<file path="config.mk">
export PLATFORM = sky130hd
export DESIGN_NAME = ppp_div
export DESIGN_NICKNAME = d
export VERILOG_FILES = /design/src/hw/rtl/perspective_point_projector_unit_macros.svh /design/src/hw/rtl/ppp_pkg.sv /design/src/hw/rtl/ppp_div.sv
export SDC_FILE = /design/constraint.sdc
export NUM_CORES = 2
export LEC_CHECK = 0
export BUFFER_PORTS_ARGS = -buffer_cell sky130_fd_sc_hd__buf_2
export CAP_MARGIN = 40
export CORE_MARGIN = 4
export CORE_UTILIZATION = 35
export CTS_CLUSTER_DIAMETER = 150
export CTS_CLUSTER_SIZE = 40
export DETAILED_ROUTE_END_ITERATION = 10
export RECOVER_POWER = 100
export SLEW_MARGIN = 20
export SYNTH_ARGS = -nofsm -noshare
export SYNTH_HDL_FRONTEND = slang
export SYNTH_SLANG_ARGS = --single-unit
</file>
<file path="constraint.sdc">
create_clock -name clk -period 11.2 [get_ports clk]
set_input_delay 0 -clock clk [delete_from_list [all_inputs] [get_ports clk]]
set_output_delay 0 -clock clk [all_outputs]
set_load 0.02 [all_outputs]
</file>
<file path="src/hw/rtl/perspective_point_projector_unit_macros.svh">
// ----------------------------------------------------------------------------
// Perspective point projector assertion macros
// Shared concurrent check forms, clocked on clk and idle during rst.
// ----------------------------------------------------------------------------
`ifndef PERSPECTIVE_POINT_PROJECTOR_UNIT_MACROS_SVH
`define PERSPECTIVE_POINT_PROJECTOR_UNIT_MACROS_SVH

// same-cycle implication
`define PPP_ASSERT_IMP(label, ante, cons) \
  label: assert property (@(posedge clk) disable iff (rst) (ante) |-> (cons)) \
    else $error("ppp check failed");

// next-cycle implication
`define PPP_ASSERT_NXT(label, ante, cons) \
  label: assert property (@(posedge clk) disable iff (rst) (ante) |=> (cons)) \
    else $error("ppp check failed");

`endif

</file>
<file path="src/hw/rtl/ppp_pkg.sv">
`timescale 1ns / 1ps
// ----------------------------------------------------------------------------
// Perspective point projector package
// Shared widths, codes, register indexes and reset values.
// ----------------------------------------------------------------------------
package ppp_pkg;

  localparam int FRAC_BITS_DEFAULT = 16;

  localparam int CLIP_W = 48;
  localparam int NUM_W  = 63;
  localparam int DEN_W  = 47;
  localparam int QUO_W  = 17;

  typedef logic signed [CLIP_W-1:0] clip_t;

  typedef struct packed {
    logic valid;
    logic visible;
    logic neg;
  } div_tag_t;

  localparam logic OP_LOAD    = 1'b0;
  localparam logic OP_PROJECT = 1'b1;

  typedef enum logic [1:0] {
    REG_VIEWPORT_WIDTH  = 2'd0,
    REG_VIEWPORT_HEIGHT = 2'd1,
    REG_VERTICAL_OFFSET = 2'd2,
    REG_MIN_CLIP_W      = 2'd3
  } cfg_reg_t;

  localparam logic [13:0] RESET_VIEWPORT_WIDTH  = 14'd1920;
  localparam logic [13:0] RESET_VIEWPORT_HEIGHT = 14'd1080;
  localparam logic [7:0]  RESET_VERTICAL_OFFSET = 8'd30;
  localparam logic [16:0] RESET_MIN_CLIP_W      = 17'd655;

endpackage

</file>
<file path="src/hw/rtl/ppp_div.sv">
`timescale 1ns / 1ps
// ----------------------------------------------------------------------------
// Pipelined restoring divider
// One quotient bit per stage, overflow bit first, tag carried alongside.
// ----------------------------------------------------------------------------
module ppp_div
  import ppp_pkg::*;
(
  input  logic             clk,
  input  logic             rst,
  input  logic             advance,
  input  div_tag_t         tag_in,
  input  logic [NUM_W-1:0] num,
  input  logic [DEN_W-1:0] den,
  output div_tag_t         tag_out,
  output logic [QUO_W-1:0] quo
);

  div_tag_t         tag      [QUO_W];
  logic [NUM_W-1:0] rem      [QUO_W];
  logic [DEN_W-1:0] dv       [QUO_W];
  logic [QUO_W-1:0] q        [QUO_W];

  div_tag_t         tag_src  [QUO_W];
  logic [NUM_W-1:0] rem_src  [QUO_W];
  logic [DEN_W-1:0] dv_src   [QUO_W];
  logic [QUO_W-1:0] q_src    [QUO_W];
  logic [NUM_W-1:0] rem_next [QUO_W];
  logic [QUO_W-1:0] q_next   [QUO_W];

  always_comb begin
    logic [63:0] trial;
    tag_src[0] = tag_in;
    rem_src[0] = num;
    dv_src[0]  = den;
    q_src[0]   = '0;
    for (int s = 1; s < QUO_W; s++) begin
      tag_src[s] = tag[s-1];
      rem_src[s] = rem[s-1];
      dv_src[s]  = dv[s-1];
      q_src[s]   = q[s-1];
    end
    for (int s = 0; s < QUO_W; s++) begin
      trial = 64'(dv_src[s]) << (QUO_W - 1 - s);
      if (64'(rem_src[s]) >= trial) begin
        rem_next[s] = NUM_W'(64'(rem_src[s]) - trial);
        q_next[s]   = q_src[s] | (QUO_W'(1) << (QUO_W - 1 - s));
      end else begin
        rem_next[s] = rem_src[s];
        q_next[s]   = q_src[s];
      end
    end
  end

  always_ff @(posedge clk) begin
    for (int s = 0; s < QUO_W; s++) begin
      if (rst) begin
        tag[s].valid <= 1'b0;
      end else if (advance) begin
        tag[s].valid <= tag_src[s].valid;
      end
      if (advance) begin
        tag[s].visible <= tag_src[s].visible;
        tag[s].neg     <= tag_src[s].neg;
        dv[s]          <= dv_src[s];
        rem[s]         <= rem_next[s];
        q[s]           <= q_next[s];
      end
    end
  end

  assign tag_out = tag[QUO_W-1];
  assign quo     = q[QUO_W-1];

endmodule
</file>
======== Word level (Yosys, flattened, before mapping) ========
Memories as Yosys holds them, arrays and structs flattened.
Index checks and enable logic that the tools add are counted.
word-level totals
  flip-flop bits (word level) ............. 0
  memory bits (writable) .................. 2,210
  output and inout port bits .............. 20
  memories ................................ 4
memories
  name  depth  bits a word  rd ports  clocked after Yosys merged registers in  write ports  line           RTL
  rem   17     63           16        0                                        17           ppp_div.sv:20  logic [NUM_W-1:0] rem [QUO_W];
  dv    17     47           16        0                                        17           ppp_div.sv:21  logic [DEN_W-1:0] dv [QUO_W];
  q     17     17           17        0                                        17           ppp_div.sv:22  logic [QUO_W-1:0] q [QUO_W];
  tag   17     3            17        0                                        17           ppp_div.sv:19  div_tag_t tag [QUO_W];
cells by class
  add/subtract/negate cells ............... 17
  magnitude comparators ................... 17
  mux-type cells .......................... 57
  bitwise operators ....................... 17
operator list
  kind                                              count
  63-bit two-way mux                                17
  63-bit by 47-bit >= comparator with 1-bit output  1
  63-bit by 48-bit >= comparator with 1-bit output  1
  63-bit by 49-bit >= comparator with 1-bit output  1
  63-bit by 50-bit >= comparator with 1-bit output  1
  63-bit by 51-bit >= comparator with 1-bit output  1
  63-bit by 52-bit >= comparator with 1-bit output  1
  63-bit by 53-bit >= comparator with 1-bit output  1
  63-bit by 54-bit >= comparator with 1-bit output  1
  63-bit by 55-bit >= comparator with 1-bit output  1
  63-bit by 56-bit >= comparator with 1-bit output  1
  63-bit by 57-bit >= comparator with 1-bit output  1
  63-bit by 58-bit >= comparator with 1-bit output  1
  63-bit by 59-bit >= comparator with 1-bit output  1
  63-bit by 60-bit >= comparator with 1-bit output  1
  63-bit by 61-bit >= comparator with 1-bit output  1
  63-bit by 62-bit >= comparator with 1-bit output  1
  63-bit >= comparator                              1
  63-bit by 47-bit subtractor with 63-bit output    1
  63-bit by 48-bit subtractor with 63-bit output    1
  63-bit by 49-bit subtractor with 63-bit output    1
  63-bit by 50-bit subtractor with 63-bit output    1
  63-bit by 51-bit subtractor with 63-bit output    1
  63-bit by 52-bit subtractor with 63-bit output    1
  other kinds (29)                                  68

======== Longest topological paths before layout ========
  depth in word-level cells ............... 4
  depth in mapped cells ................... 17
  depth with buffers taken out ............ 15

======== Worst setup path after synthesis ========
OpenSTA, ideal clock, no wires.
  kind .................................... flip-flop to flip-flop
  start point ............................. mem rem[4][11] (netlist: rem[0][263])
  end point ............................... mem rem[5][40] (netlist: rem[0][355]), data pin
  setup time .............................. 262 ps
  arrival time ............................ 3,515 ps
  data required time ...................... 10,938 ps
  path slack .............................. 7,423 ps
  cell stages (with the launch flop) ...... 17
  path buffers ............................ 2
  path through ............................ edfxtp_1 -> inv_1 -> ha_1 -> inv_1 -> fa_1 -> a211o_1 -> a21oi_1 -> nor2_1 -> o2111ai_1 -> a31o_2 -> nand3_1 -> o21ai_1 -> a31oi_1 -> or4_1 -> buf_2 -> buf_2 -> mux2_1
RTL lines
  item             line
  start, declared  ppp_div.sv:20

==> impl_metrics.yaml <==
flow_run:
  cap_violations: 39
power_and_ir_drop:
  p_leak_nw: 49.1
  ir_worst_vdd_mv: 0.177
  p_per_area_nw_per_um2: 240
  power.total_mw: 30.2
global_route:
  globalRouteTotalUtil_pct: 16.1
  grt_pass1_wl_mm: 447
  grt_pass1_vias: 81000
  antenna_found_initial: 3
  overflow: 0
  grt_max_degree: 183
cells_and_area:
  final_area_sq_um: 126000
  final_core_util_pct: 37.7
  drive_gt1_share_pct: 2.98
  syn_to_final_growth_pct: 7.41
  finalNonFillerCells: 15700
  final_common_cell: "edfxtp_1"
  final_cell_mix: "edfxtp_1 (1964), a21oi_1 (1171), inv_1 (1049), nand2_1 (837), ha_1 (799)"
  finalNetCount: 12300
synth:
  async_flop_share_pct: 0
  netlist_instances: 11300
  synth-edff-count: 1964
  yosys_warnings: 0
  syn_avg_cell_area_sq_um: 10.4
  ys_types: 98
  ys_ff_latch: 1964
  seq_area_frac_synth_pct: 50.4
  ys.flop_type: "edfxtp_1"
  syn-cell-area_sq_um: 117000
  syn-num-nets: 12200
placement:
  place_worst_setup_slack_ns: 6.13
  placed_area_sq_um: 122000
  hpwl_mm: 225
  dp.cells: 15400
  portBuffers: 135
  place_congestion: 0.954
routing:
  wl_per_cell_microns: 18.1
  vias: 80900
  viasPerCell: 5.14
  drt-initial-drc-count: 4593
  drc_errors: 0
  ant_nets: 0
  firstDrtPassIters: 8
  drt-total-wl_mm: 285
timing:
  final-setup-viol-count: 0
  setup_tns_ns: 0
  drv_slew: 2224
  timing.fmax_mhz: 128
  hold_viol: 0
  rsz0062_at_grt: "no"
  timing.final.crit_share_pct: 69.8
  worst_slack_ns: 3.38
  min_period_ns: 7.82
  timing.hold.ws_ns: 0.101
  worstMarginPinSlew_ns: 7.85
  clock_skew_ns: 0.0625
  max_slew_margin_pct: -423
outcome:
  status: "finished with violations"
  violations: "max-capacitance violations, max-slew violations"
worst_setup_path:
  cp_common_cell: "clkbuf_1"
  crit_path_max_incr_delay_ns: 2.30
  path_cells: "inv_1 > ha_1 > and2_0 > nand3_1 > or2_0 > nor4_1 > clkbuf_1 > nand4_1 > nor4_1 > clkbuf_1 > or4_1 > or4_2 > clkbuf_1 > clkbuf_1 > mux2_2"
  crit_arrival_ns: 8.37
  path_max_fanout: 74
  end_kind: "flop"
  crit_slowest_cell: "clkbuf_1"
  criticalPathCategory: "reg2reg"
  critPathLaunchType: "flop"
  required_ns: 11.76
die:
  fp.dieW_microns: 586
  die_area_sq_um: 344000
  rows: 212
  die_y_microns: 586
  io_pins: 136
  start_util_pct: 35.1
  coreArea_sq_um: 333000
clocking:
  cts_buffer_depth: 3
  insertion_delay_ns: 0.80
  clock_sinks: 1964
  cts_resized: 0
  cts_buffers: 57
  path_clk_slew_ns: 0.14
  cts-root-buf: "clkbuf_16"
  cts_tree: "yes"
  cts_setup_buffers: 0
  hold_buffers: 227
  htree_num_levels: 2
worst_hold_path:
  hold_path_class: "in2reg"
-- Yosys cell counts (20+ instances only) --
master	count	area share, %
a21oi_1	1170	5.0
o21ai_0	711	3.0
a21o_1	513	3.3
nor3_1	136	0.58
and4_1	22	0.16
nor4_1	86	0.46
or2_2	26	0.14
a221oi_1	23	0.17
inv_1	1045	3.4
and2_1	61	0.33
nand2_1	837	2.7
nor2b_1	101	0.54
o31ai_1	55	0.35
nand3_1	184	0.79
a31oi_1	106	0.57
o21bai_1	159	1.0
o211ai_1	42	0.27
nand4_1	258	1.4
a211oi_1	61	0.39
nor2_1	773	2.5
xnor2_1	491	3.7
o21ai_1	32	0.14
xor2_1	312	2.3
edfxtp_1	1964	50
clkbuf_1	358	1.1
ha_1	799	8.5
and3_1	63	0.34
a21boi_0	34	0.22
nand2b_1	107	0.57
a2111oi_0	26	0.19
or4_1	34	0.22
or3_1	36	0.19
mux2_2	108	1.0
nor3b_1	22	0.14
buf_2	65	0.28
o21a_1	89	0.57
a41oi_1	20	0.15
-- final cells by class --
cell class | count | area (sq um)
fill | 33000 | 208000
sequential | 1964 | 59000
multi-input combinational | 7807 | 52200
tap | 4387 | 5490
inverter | 1050 | 3940
timing repair buffer | 462 | 3430
clock buffer | 59 | 1430
clock inverter | 15 | 208
antenna | 2 | 5.00
-- routing by layer --
metal | vias up | share of wire (%) | global-route usage, % | routed length (microns)
met5 | - | 0 | 0 | 0
met4 | 0 | 6.6 | 9.01 | 18700
met3 | 524 | 2.3 | 0.979 | 6600
met2 | 1546 | 50 | 29.8 | 143000
met1 | 37800 | 41 | 18.6 | 117000
li1 | 41100 | - | - | -
-- worst paths after layout --
kind | from | to | slack (ns) | depth (start not counted)
setup / recovery | dv[0][230] | rem[0][327] | 3.38 | 15
hold / removal | num[40] | rem[0][40] | 0.10 | 4
setup reg to reg | dv[0][230] | rem[0][327] | 3.38 | 15
hold reg to reg | q[0][200] | q[0][217] | 0.42 | 0
-- kinds of logic (layout without fill, tap and decap cells) --
logic type                 count (synthesis)  in the layout  synth area share, %
AOI/OAI and AO/OA                       3252           3252                 17.1
and+or+nand+nor                         2818           2818                 11.5
DFF                                     1964           1964                 50.4
buffers and inverters                   1509           1586                 4.97
adders and majority gates                815            815                 8.82
xor gates and xnor gates                 803            803                 6.01
muxes                                    119            119                 1.14
other                                      0              2                    0
-- where the power goes --
group	internal [mW]	switching [mW]	leakage (nW)
clock	0.964	2.11	0.798
sequential	10.8	1.12	19.1
combinational	6.29	8.96	29.2
-- critical path, delay by kind of cell, from the launching register on --
kind | cells | cell delay [ns]
fa+ha+maj | 1 | 0.39
buf+inv | 5 | 3.67
flops | 1 | 0.43
mux | 1 | 0.49
simple gates | 8 | 2.49
-- flip-flops by register name, summed over array words and instances, names as in the netlist --
name  cells
tag      51
dv      752
rem    1008
q       153
(Power assumes the default switching activity.)
