`src/hw/rtl/perspective_point_projector_unit_macros.svh`:
```
// ----------------------------------------------------------------------------
// Perspective point projector assertion macros
// Shared concurrent check forms, clocked on clk and idle during rst.
// ----------------------------------------------------------------------------
`ifndef PERSPECTIVE_POINT_PROJECTOR_UNIT_MACROS_SVH
`define PERSPECTIVE_POINT_PROJECTOR_UNIT_MACROS_SVH

// same-cycle implication
`define PPP_ASSERT_IMP(label, ante, cons) \
  label: assert property (@(posedge clk) disable iff (rst) (ante) |-> (cons)) \
    else $error("ppp check failed");

// next-cycle implication
`define PPP_ASSERT_NXT(label, ante, cons) \
  label: assert property (@(posedge clk) disable iff (rst) (ante) |=> (cons)) \
    else $error("ppp check failed");

`endif

```
`src/hw/rtl/ppp_pkg.sv`:
```
`timescale 1ns / 1ps
// ----------------------------------------------------------------------------
// Perspective point projector package
// Shared widths, codes, register indexes and reset values.
// ----------------------------------------------------------------------------
package ppp_pkg;

  localparam int FRAC_BITS_DEFAULT = 16;

  localparam int CLIP_W = 48;
  localparam int NUM_W  = 63;
  localparam int DEN_W  = 47;
  localparam int QUO_W  = 17;

  typedef logic signed [CLIP_W-1:0] clip_t;

  typedef struct packed {
    logic valid;
    logic visible;
    logic neg;
  } div_tag_t;

  localparam logic OP_LOAD    = 1'b0;
  localparam logic OP_PROJECT = 1'b1;

  typedef enum logic [1:0] {
    REG_VIEWPORT_WIDTH  = 2'd0,
    REG_VIEWPORT_HEIGHT = 2'd1,
    REG_VERTICAL_OFFSET = 2'd2,
    REG_MIN_CLIP_W      = 2'd3
  } cfg_reg_t;

  localparam logic [13:0] RESET_VIEWPORT_WIDTH  = 14'd1920;
  localparam logic [13:0] RESET_VIEWPORT_HEIGHT = 14'd1080;
  localparam logic [7:0]  RESET_VERTICAL_OFFSET = 8'd30;
  localparam logic [16:0] RESET_MIN_CLIP_W      = 17'd655;

endpackage

```
`src/hw/rtl/ppp_map.sv`:
```
`timescale 1ns / 1ps
// ----------------------------------------------------------------------------
// Viewport mapping pipeline
// Visibility test, scaled numerators, sign and magnitude over three stages.
// ----------------------------------------------------------------------------
module ppp_map
  import ppp_pkg::*;
(
  input  logic             clk,
  input  logic             rst,
  input  logic             advance,
  input  logic             in_valid,
  input  clip_t            cx,
  input  clip_t            cy,
  input  clip_t            cw,
  input  logic [12:0]      half_w,
  input  logic [12:0]      half_h,
  input  logic [7:0]       offset,
  input  logic [16:0]      min_w,
  output div_tag_t         tag_x,
  output div_tag_t         tag_y,
  output logic [NUM_W-1:0] mag_x,
  output logic [NUM_W-1:0] mag_y,
  output logic [DEN_W-1:0] den
);

  logic               d_valid;
  logic               d_vis;
  logic signed [63:0] d_nx;
  logic signed [63:0] d_ny_a;
  logic signed [63:0] d_ny_b;
  clip_t              d_cw;

  logic               e_valid;
  logic               e_vis;
  logic signed [63:0] e_nx;
  logic signed [63:0] e_ny;
  clip_t              e_cw;

  logic               f_valid;
  logic               f_vis;
  logic               f_negx;
  logic               f_negy;
  logic [NUM_W-1:0]   f_magx;
  logic [NUM_W-1:0]   f_magy;
  logic [DEN_W-1:0]   f_den;

  logic               vis_next;
  logic signed [48:0] sum_x;
  logic signed [48:0] dif_y;

  assign vis_next = (cw > clip_t'(0)) && (cw >= $signed({31'd0, min_w}));
  assign sum_x    = 49'(cw) + 49'(cx);
  assign dif_y    = 49'(cw) - 49'(cy);

  always_ff @(posedge clk) begin
    if (rst) begin
      d_valid <= 1'b0;
      e_valid <= 1'b0;
      f_valid <= 1'b0;
    end else if (advance) begin
      d_valid <= in_valid;
      e_valid <= d_valid;
      f_valid <= e_valid;
    end
  end

  always_ff @(posedge clk) begin
    if (advance) begin
      d_vis  <= vis_next;
      d_nx   <= 64'($signed({1'b0, half_w})) * 64'(sum_x);
      d_ny_a <= 64'($signed({1'b0, half_h})) * 64'(dif_y);
      d_ny_b <= 64'($signed({1'b0, offset})) * 64'(cw);
      d_cw   <= cw;

      e_vis <= d_vis;
      e_nx  <= d_nx;
      e_ny  <= d_ny_a + d_ny_b;
      e_cw  <= d_cw;

      f_vis  <= e_vis;
      f_negx <= e_nx[63];
      f_negy <= e_ny[63];
      f_magx <= e_nx[63] ? NUM_W'(-e_nx) : e_nx[NUM_W-1:0];
      f_magy <= e_ny[63] ? NUM_W'(-e_ny) : e_ny[NUM_W-1:0];
      f_den  <= e_cw[DEN_W-1:0];
    end
  end

  assign tag_x = '{valid: f_valid, visible: f_vis, neg: f_negx};
  assign tag_y = '{valid: f_valid, visible: f_vis, neg: f_negy};
  assign mag_x = f_magx;
  assign mag_y = f_magy;
  assign den   = f_den;

endmodule

```
`config.mk`:
```
export PLATFORM = sky130hd
export DESIGN_NAME = ppp_map
export DESIGN_NICKNAME = d
export VERILOG_FILES = /design/src/hw/rtl/perspective_point_projector_unit_macros.svh /design/src/hw/rtl/ppp_pkg.sv /design/src/hw/rtl/ppp_map.sv
export SDC_FILE = /design/constraint.sdc
export NUM_CORES = 2
export LEC_CHECK = 0
export ABC_AREA = 1
export ABC_CLOCK_PERIOD_IN_PS = 8300
export BUFFER_PORTS_ARGS = -buffer_cell sky130_fd_sc_hd__buf_2
export CAP_MARGIN = 20
export CELL_PAD_IN_SITES_DETAIL_PLACEMENT = 1
export CELL_PAD_IN_SITES_GLOBAL_PLACEMENT = 1
export CORE_AREA = 3 3 526 528
export CTS_BUF_LIST = sky130_fd_sc_hd__clkbuf_8
export CTS_CLUSTER_DIAMETER = 60
export DETAILED_ROUTE_END_ITERATION = 8
export DIE_AREA = 0 0 529 531
export PLACE_DENSITY = 0.73
export RECOVER_POWER = 100
export SLEW_MARGIN = 15
export SYNTH_ARGS = -nofsm -noshare
export SYNTH_HDL_FRONTEND = slang
export SYNTH_SLANG_ARGS = --single-unit
export TNS_END_PERCENT = 10
```
`constraint.sdc`:
```
create_clock -name clk -period 8.3 [get_ports clk]
set_clock_uncertainty 0.1 [all_clocks]
set_input_delay 1.245 -clock clk [delete_from_list [all_inputs] [get_ports clk]]
set_output_delay 1.245 -clock clk [all_outputs]
set_load 0.02 [all_outputs]
```
; Word level (Yosys, flattened, before mapping)
; Index checks and enable logic that the tools add are counted.
[totals]
output_inout_bits = 179
word_cells = 31
inputBits = 199
regBits = 595
[classes]
magnitude_cmp = 2
addsub = 5
n_mux = 2
multipliers = 3
reduce_logical = 1
[op_table]
columns = cell, count
row1 = multiplier 14 x 49 -> 63 bit, 2
row2 = 2-to-1 mux 63 bit, 2
row3 = negation 63 bit, 2
row4 = adder 64 bit, 1
row5 = multiplier 9 x 48 -> 57 bit, 1
row6 = adder 48 x 48 -> 49 bit, 1
row7 = subtractor 48 x 48 -> 49 bit, 1
row8 = greater-or-equal comparator 48 x 18 -> 1 bit, 1
row9 = > comparator 48 x 1 -> 1 bit (second input constant), 1
row10 = logical AND 1 bit, 1

; Depth between registers and ports, before layout
[logic_depth]
word_depth = 2
ltp_mapped = 42
ltp_nobuf = 40

; Least setup slack after synthesis
; Ideal clock, no wire load.
[synth_path]
kind = input-to-reg
start = input cw[0]
end = register d_ny_a[62], data pin
arrival_time_ns = 8.133
path_buffers = 1
path_stages = 37
path_slack_ns = -0.186
required_time_ns = 7.947
setup_time_ns = 0.253
cell_sequence = clkbuf_1 > inv_1 > ha_1 > fa_1 > inv_1 > nand2_1 > nand2_1 > nand3_1 > nand2_1 > nand2_1 > nand2_2 > nand2_1 > nand3_1 > nand2_1 > nand2_2 > inv_2 > nor2_1 > inv_1 > fa_1 > fa_1 > inv_1 > fa_1 > inv_1 > fa_1 > inv_1 > fa_1 > inv_1 > fa_1 > inv_1 > ha_1 > inv_1 > nor3_1 > nand2_1 > nor4_1 > a21oi_1 > nand3_1 > nand2_1
[synth_between]
elab_chain_cells = 2
[synth_rtl]
columns = item, line_no
row1 = from (decl), ppp_map.sv:15  ; input clip_t cw,
row2 = subtractor 48 x 48 -> 49 bit, ppp_map.sv:54  ; assign dif_y = 49'(cw) - 49'(cy);
row3 = multiplier 14 x 49 -> 63 bit, ppp_map.sv:72  ; d_ny_a <= 64'($signed({1'b0, half_h})) * 64'(dif_y);
row4 = to (signal assigned), ppp_map.sv:72
row5 = to (decl), ppp_map.sv:30  ; logic signed [63:0] d_ny_a;
; No other way between the ends.
; A chain may end at the register's enable or synchronous reset.

; Worst setup path after layout
[layout_path]
start = input cw[0]
end = register d_nx[38], data pin
[layout_between]
elab_chain_cells = 2
[layout_rtl]
columns = item, line_no
row1 = adder 48 x 48 -> 49 bit, ppp_map.sv:53  ; assign sum_x = 49'(cw) + 49'(cx);
row2 = multiplier 14 x 49 -> 63 bit, ppp_map.sv:71  ; d_nx <= 64'($signed({1'b0, half_w})) * 64'(sum_x);
row3 = to (signal assigned), ppp_map.sv:71
row4 = to (decl), ppp_map.sv:29  ; logic signed [63:0] d_nx;
; No other way between the ends.

==> impl_results.md <==
- Reg2Reg Depth: 5
- DRC errors left: 0
- Area used by multi-input combinational logic: 64500 um^2
- Yosys reg bits: 585
- Synthesis-to-finish area growth: 22.5%
- Final nets: 15537
- DR pass1 iterations: 5
- Max Slew Vio Count: 649
- Number of flops mapped to enable cells by yosys: 582
- Max Fclk: 122 MHz
- Synthesized area: 92400 um^2
- Initial DRC count: 7699
- Critical Path RT: 8.93 ns
- Core Rows: 192
- Gpl congestion: 1.02
- Initial Utilization: 33.9%
- Min-delay worst type: register to register
- Vias post-DR: 86297
- Cells after synthesis: 11539
- Total track usage: 27.4%
- First-pass GRT wire length: 579 mm
- Max clock buf depth: 3
- Share of cells above drive strength 1: 16.5%
- Util after Layout: 41.5%
- FILL cells: 33567
- Initial antenna violation count: 38
- Seq/Total Area, Yosys: 19.0%
- Slowest library cell on the worst path: fa_1
- Status: complete, but fails checks
- CP dominant cell by count: inv_1
- Max-cap violations: 8
- CP max FO: 4
- Vias in the first global route: 91612
- Reg area: 17500 um^2
- Clk pin slew, worst setup/hold paths: 0.06 ns
- Relative slew margins: -195%
- Crit path largest cell delay: 0.54 ns
- Primary FF master, synth: edfxtp_1
- Final Hold Viols: 0
- Critical Path Sink Type: register
- Pin slew with the least headroom to its limit: 4.42 ns
- Final antenna-violating net count: 0
- CTS tree: yes
- Clock Sinks: 585
- # placed instances: 16809
- Yosys Warn Count: 0
- Top cell type's share of synthesized area: 30.9%
- Post-synth top area cell: fa_1
- Non-filler cells, final: 17037
- Routed WL per cell: 23.0 um
- DR vias/cell: 5.07
- Root Driver: clkbuf_8
- CTS hold repair buffers: 0
- Period utilization: 98.9%
- Final number of setup-violating endpoints: 0
- Total routed wirelength: 391 mm
- Distinct cells, synth: 58
- Number of top-level pins: 378
- Worst r2r src: e_ny[63]
- Largest net degree at the start of global routing: 151
- Port Buffer Count: 377
- Share of flip-flops with an asynchronous set or reset: 0%
- RSZ-0062 raised after global routing: true
- Failing checks: max-capacitance violations, max-slew violations
- Post-DP HPWL: 340 mm
- Most frequent cell after synthesis: inv_1
- Reg2reg end: mag_y[32]
- Worst EP arrival: 8.85 ns
- Mapped Avg Cell Area: 8.01 um^2
- DIE HEIGHT: 531 um
- Post-layout minimum cycle time: 8.21 ns
- Setup crit start: cw[0]
- Die width: 529 um
- Num CTS Buffers: 111
- Area contributors post-synth: fa_1 31%, edfxtp_1 19%, inv_1 11%
- Clock latency on the worst-skew pair: 0.92 ns
- Synth Net Count: 13737
- Worst slack, placed: -1.36 ns
- CP endpoint: d_nx[38]
- Setup ws final: 0.0881 ns
- Reg2reg setup slack: 3.79 ns
- GR Overflow Total: 0
- H-tree levels: 3
- Post-route setup TNS: 0 ns
- Core area: 273000 um^2
- Die Area: 281000 um^2
- Kind of critical path: input port to register
- Most frequent cells after synthesis: 2691 x inv_1, 2132 x nand2_1, 1427 x fa_1
- CP Launch Type: input port
==> state kept, by name, summed over array words and instances (netlist names), 57 cells and up <==
register	count
d_nx	63
e_nx	63
mag_y	63
d_ny_a	63
mag_x	63
d_ny_b	57
e_ny	64
==> placed cells by master (no fill, tap or decap), types with 9 or more instances in the layout <==
cell type / count
nor4_1: 44
o21ai_2: 9
or2_2: 27
xor2_2: 15
or2_1: 33
nand2_2: 41
o211ai_1: 15
nand3_2: 15
fa_1: 1423
clkbuf_8: 111
xor2_1: 270
nor2_2: 61
buf_2: 191
o21a_1: 16
nor3_1: 75
a21oi_2: 31
o21ai_1: 47
buf_12: 65
a31oi_1: 48
ha_1: 543
clkinvlp_4: 11
o21bai_1: 52
ha_4: 15
a21o_1: 34
clkinv_1: 30
nor2_1: 1331
edfxtp_1: 582
clkbuf_1: 238
o21ai_0: 291
nand2_1: 2097
ha_2: 14
clkinv_4: 13
diode_2: 14
inv_1: 2710
buf_4: 1448
a21oi_1: 446
xnor2_1: 65
inv_2: 49
nand4_1: 116
nand3_1: 649
==> how the worst min path moves through the flow <==
stage	start	endpoint	slack, ns	depth (start not counted)
2_1_floorplan	e_cw[0]	den[0]	0.30	0
3_3_place_gp	d_cw[31]	e_cw[31]	0.30	0
3_5_place_dp	d_cw[34]	e_cw[34]	0.31	0
4_1_cts	e_cw[3]	den[3]	0.28	0
5_1_grt	e_cw[3]	den[3]	0.30	0
6_report	e_cw[3]	den[3]	0.29	0
==> cells by family (layout without fill, tap and decap cells) <==
| kind of cell | count (synthesis) | in the layout | share of synthesized area, % |
|---|---|---|---|
| AND/OR/NAND/NOR | 4556 | 4556 | 20.4 |
| adder cells (fa/ha/maj) | 1999 | 1999 | 38.7 |
| other | 0 | 14 | 0 |
| AO/OA/AOI/OAI | 1036 | 1036 | 6.17 |
| buffers and inverters | 3005 | 4900 | 12.3 |
| XOR/XNOR | 358 | 358 | 3.53 |
| flip-flops | 585 | 585 | 19.0 |
==> routing by layer <==
metal	share of wire (%)	track usage (%)	wire (um)
met5	0.029	0	113
met4	5.2	12.0	20300
met1	44	38.7	173000
met2	43	41.8	169000
met3	7.5	4.07	29300
==> layout make-up <==
| type | count | share of cell area (%) |
|---|---|---|
| Timing Repair Buffer | 1955 | 12.5 |
| Inverter | 2737 | 9.09 |
| Multi-Input combinational cell | 7949 | 57.0 |
| Antenna cell | 14 | 0.0309 |
| Sequential cell | 585 | 15.5 |
| Clock inverter | 97 | 0.602 |
| Clock buffer | 111 | 1.35 |
| Tap cell | 3589 | 3.97 |
==> critical path, delay by kind of cell <==
family | cells | cell delay, ns
buffers and inverters | 13 | 1.44
xor gates and xnor gates | 1 | 0.21
and+or+nand+nor | 13 | 1.47
adders and majority gates | 9 | 3.91
AOI/OAI and AO/OA | 4 | 0.55
==> metrics by stage <==
| stage | hold WS [ns] | cell area [um^2] |
|---|---|---|
| 6_report | 0.287 | 113000 |
| 5_1_grt | 0.296 | 113000 |
| 4_1_cts | 0.284 | 113000 |
| 3_5_place_dp | 0.305 | 110000 |
| 3_3_place_gp | 0.301 | 110000 |
| 2_1_floorplan | 0.300 | 92400 |
==> repair_timing <==
action / in CTS / in global routing
pin swaps: 0 / 43
buffers inserted: 0 / 6
endpoints found under the setup margin: 43 / 88
resized for setup: 27 / 267
Power is left out: the tool's default activity adds up to more than one toggle a clock period on the data nets, which glitch-free logic cannot reach.
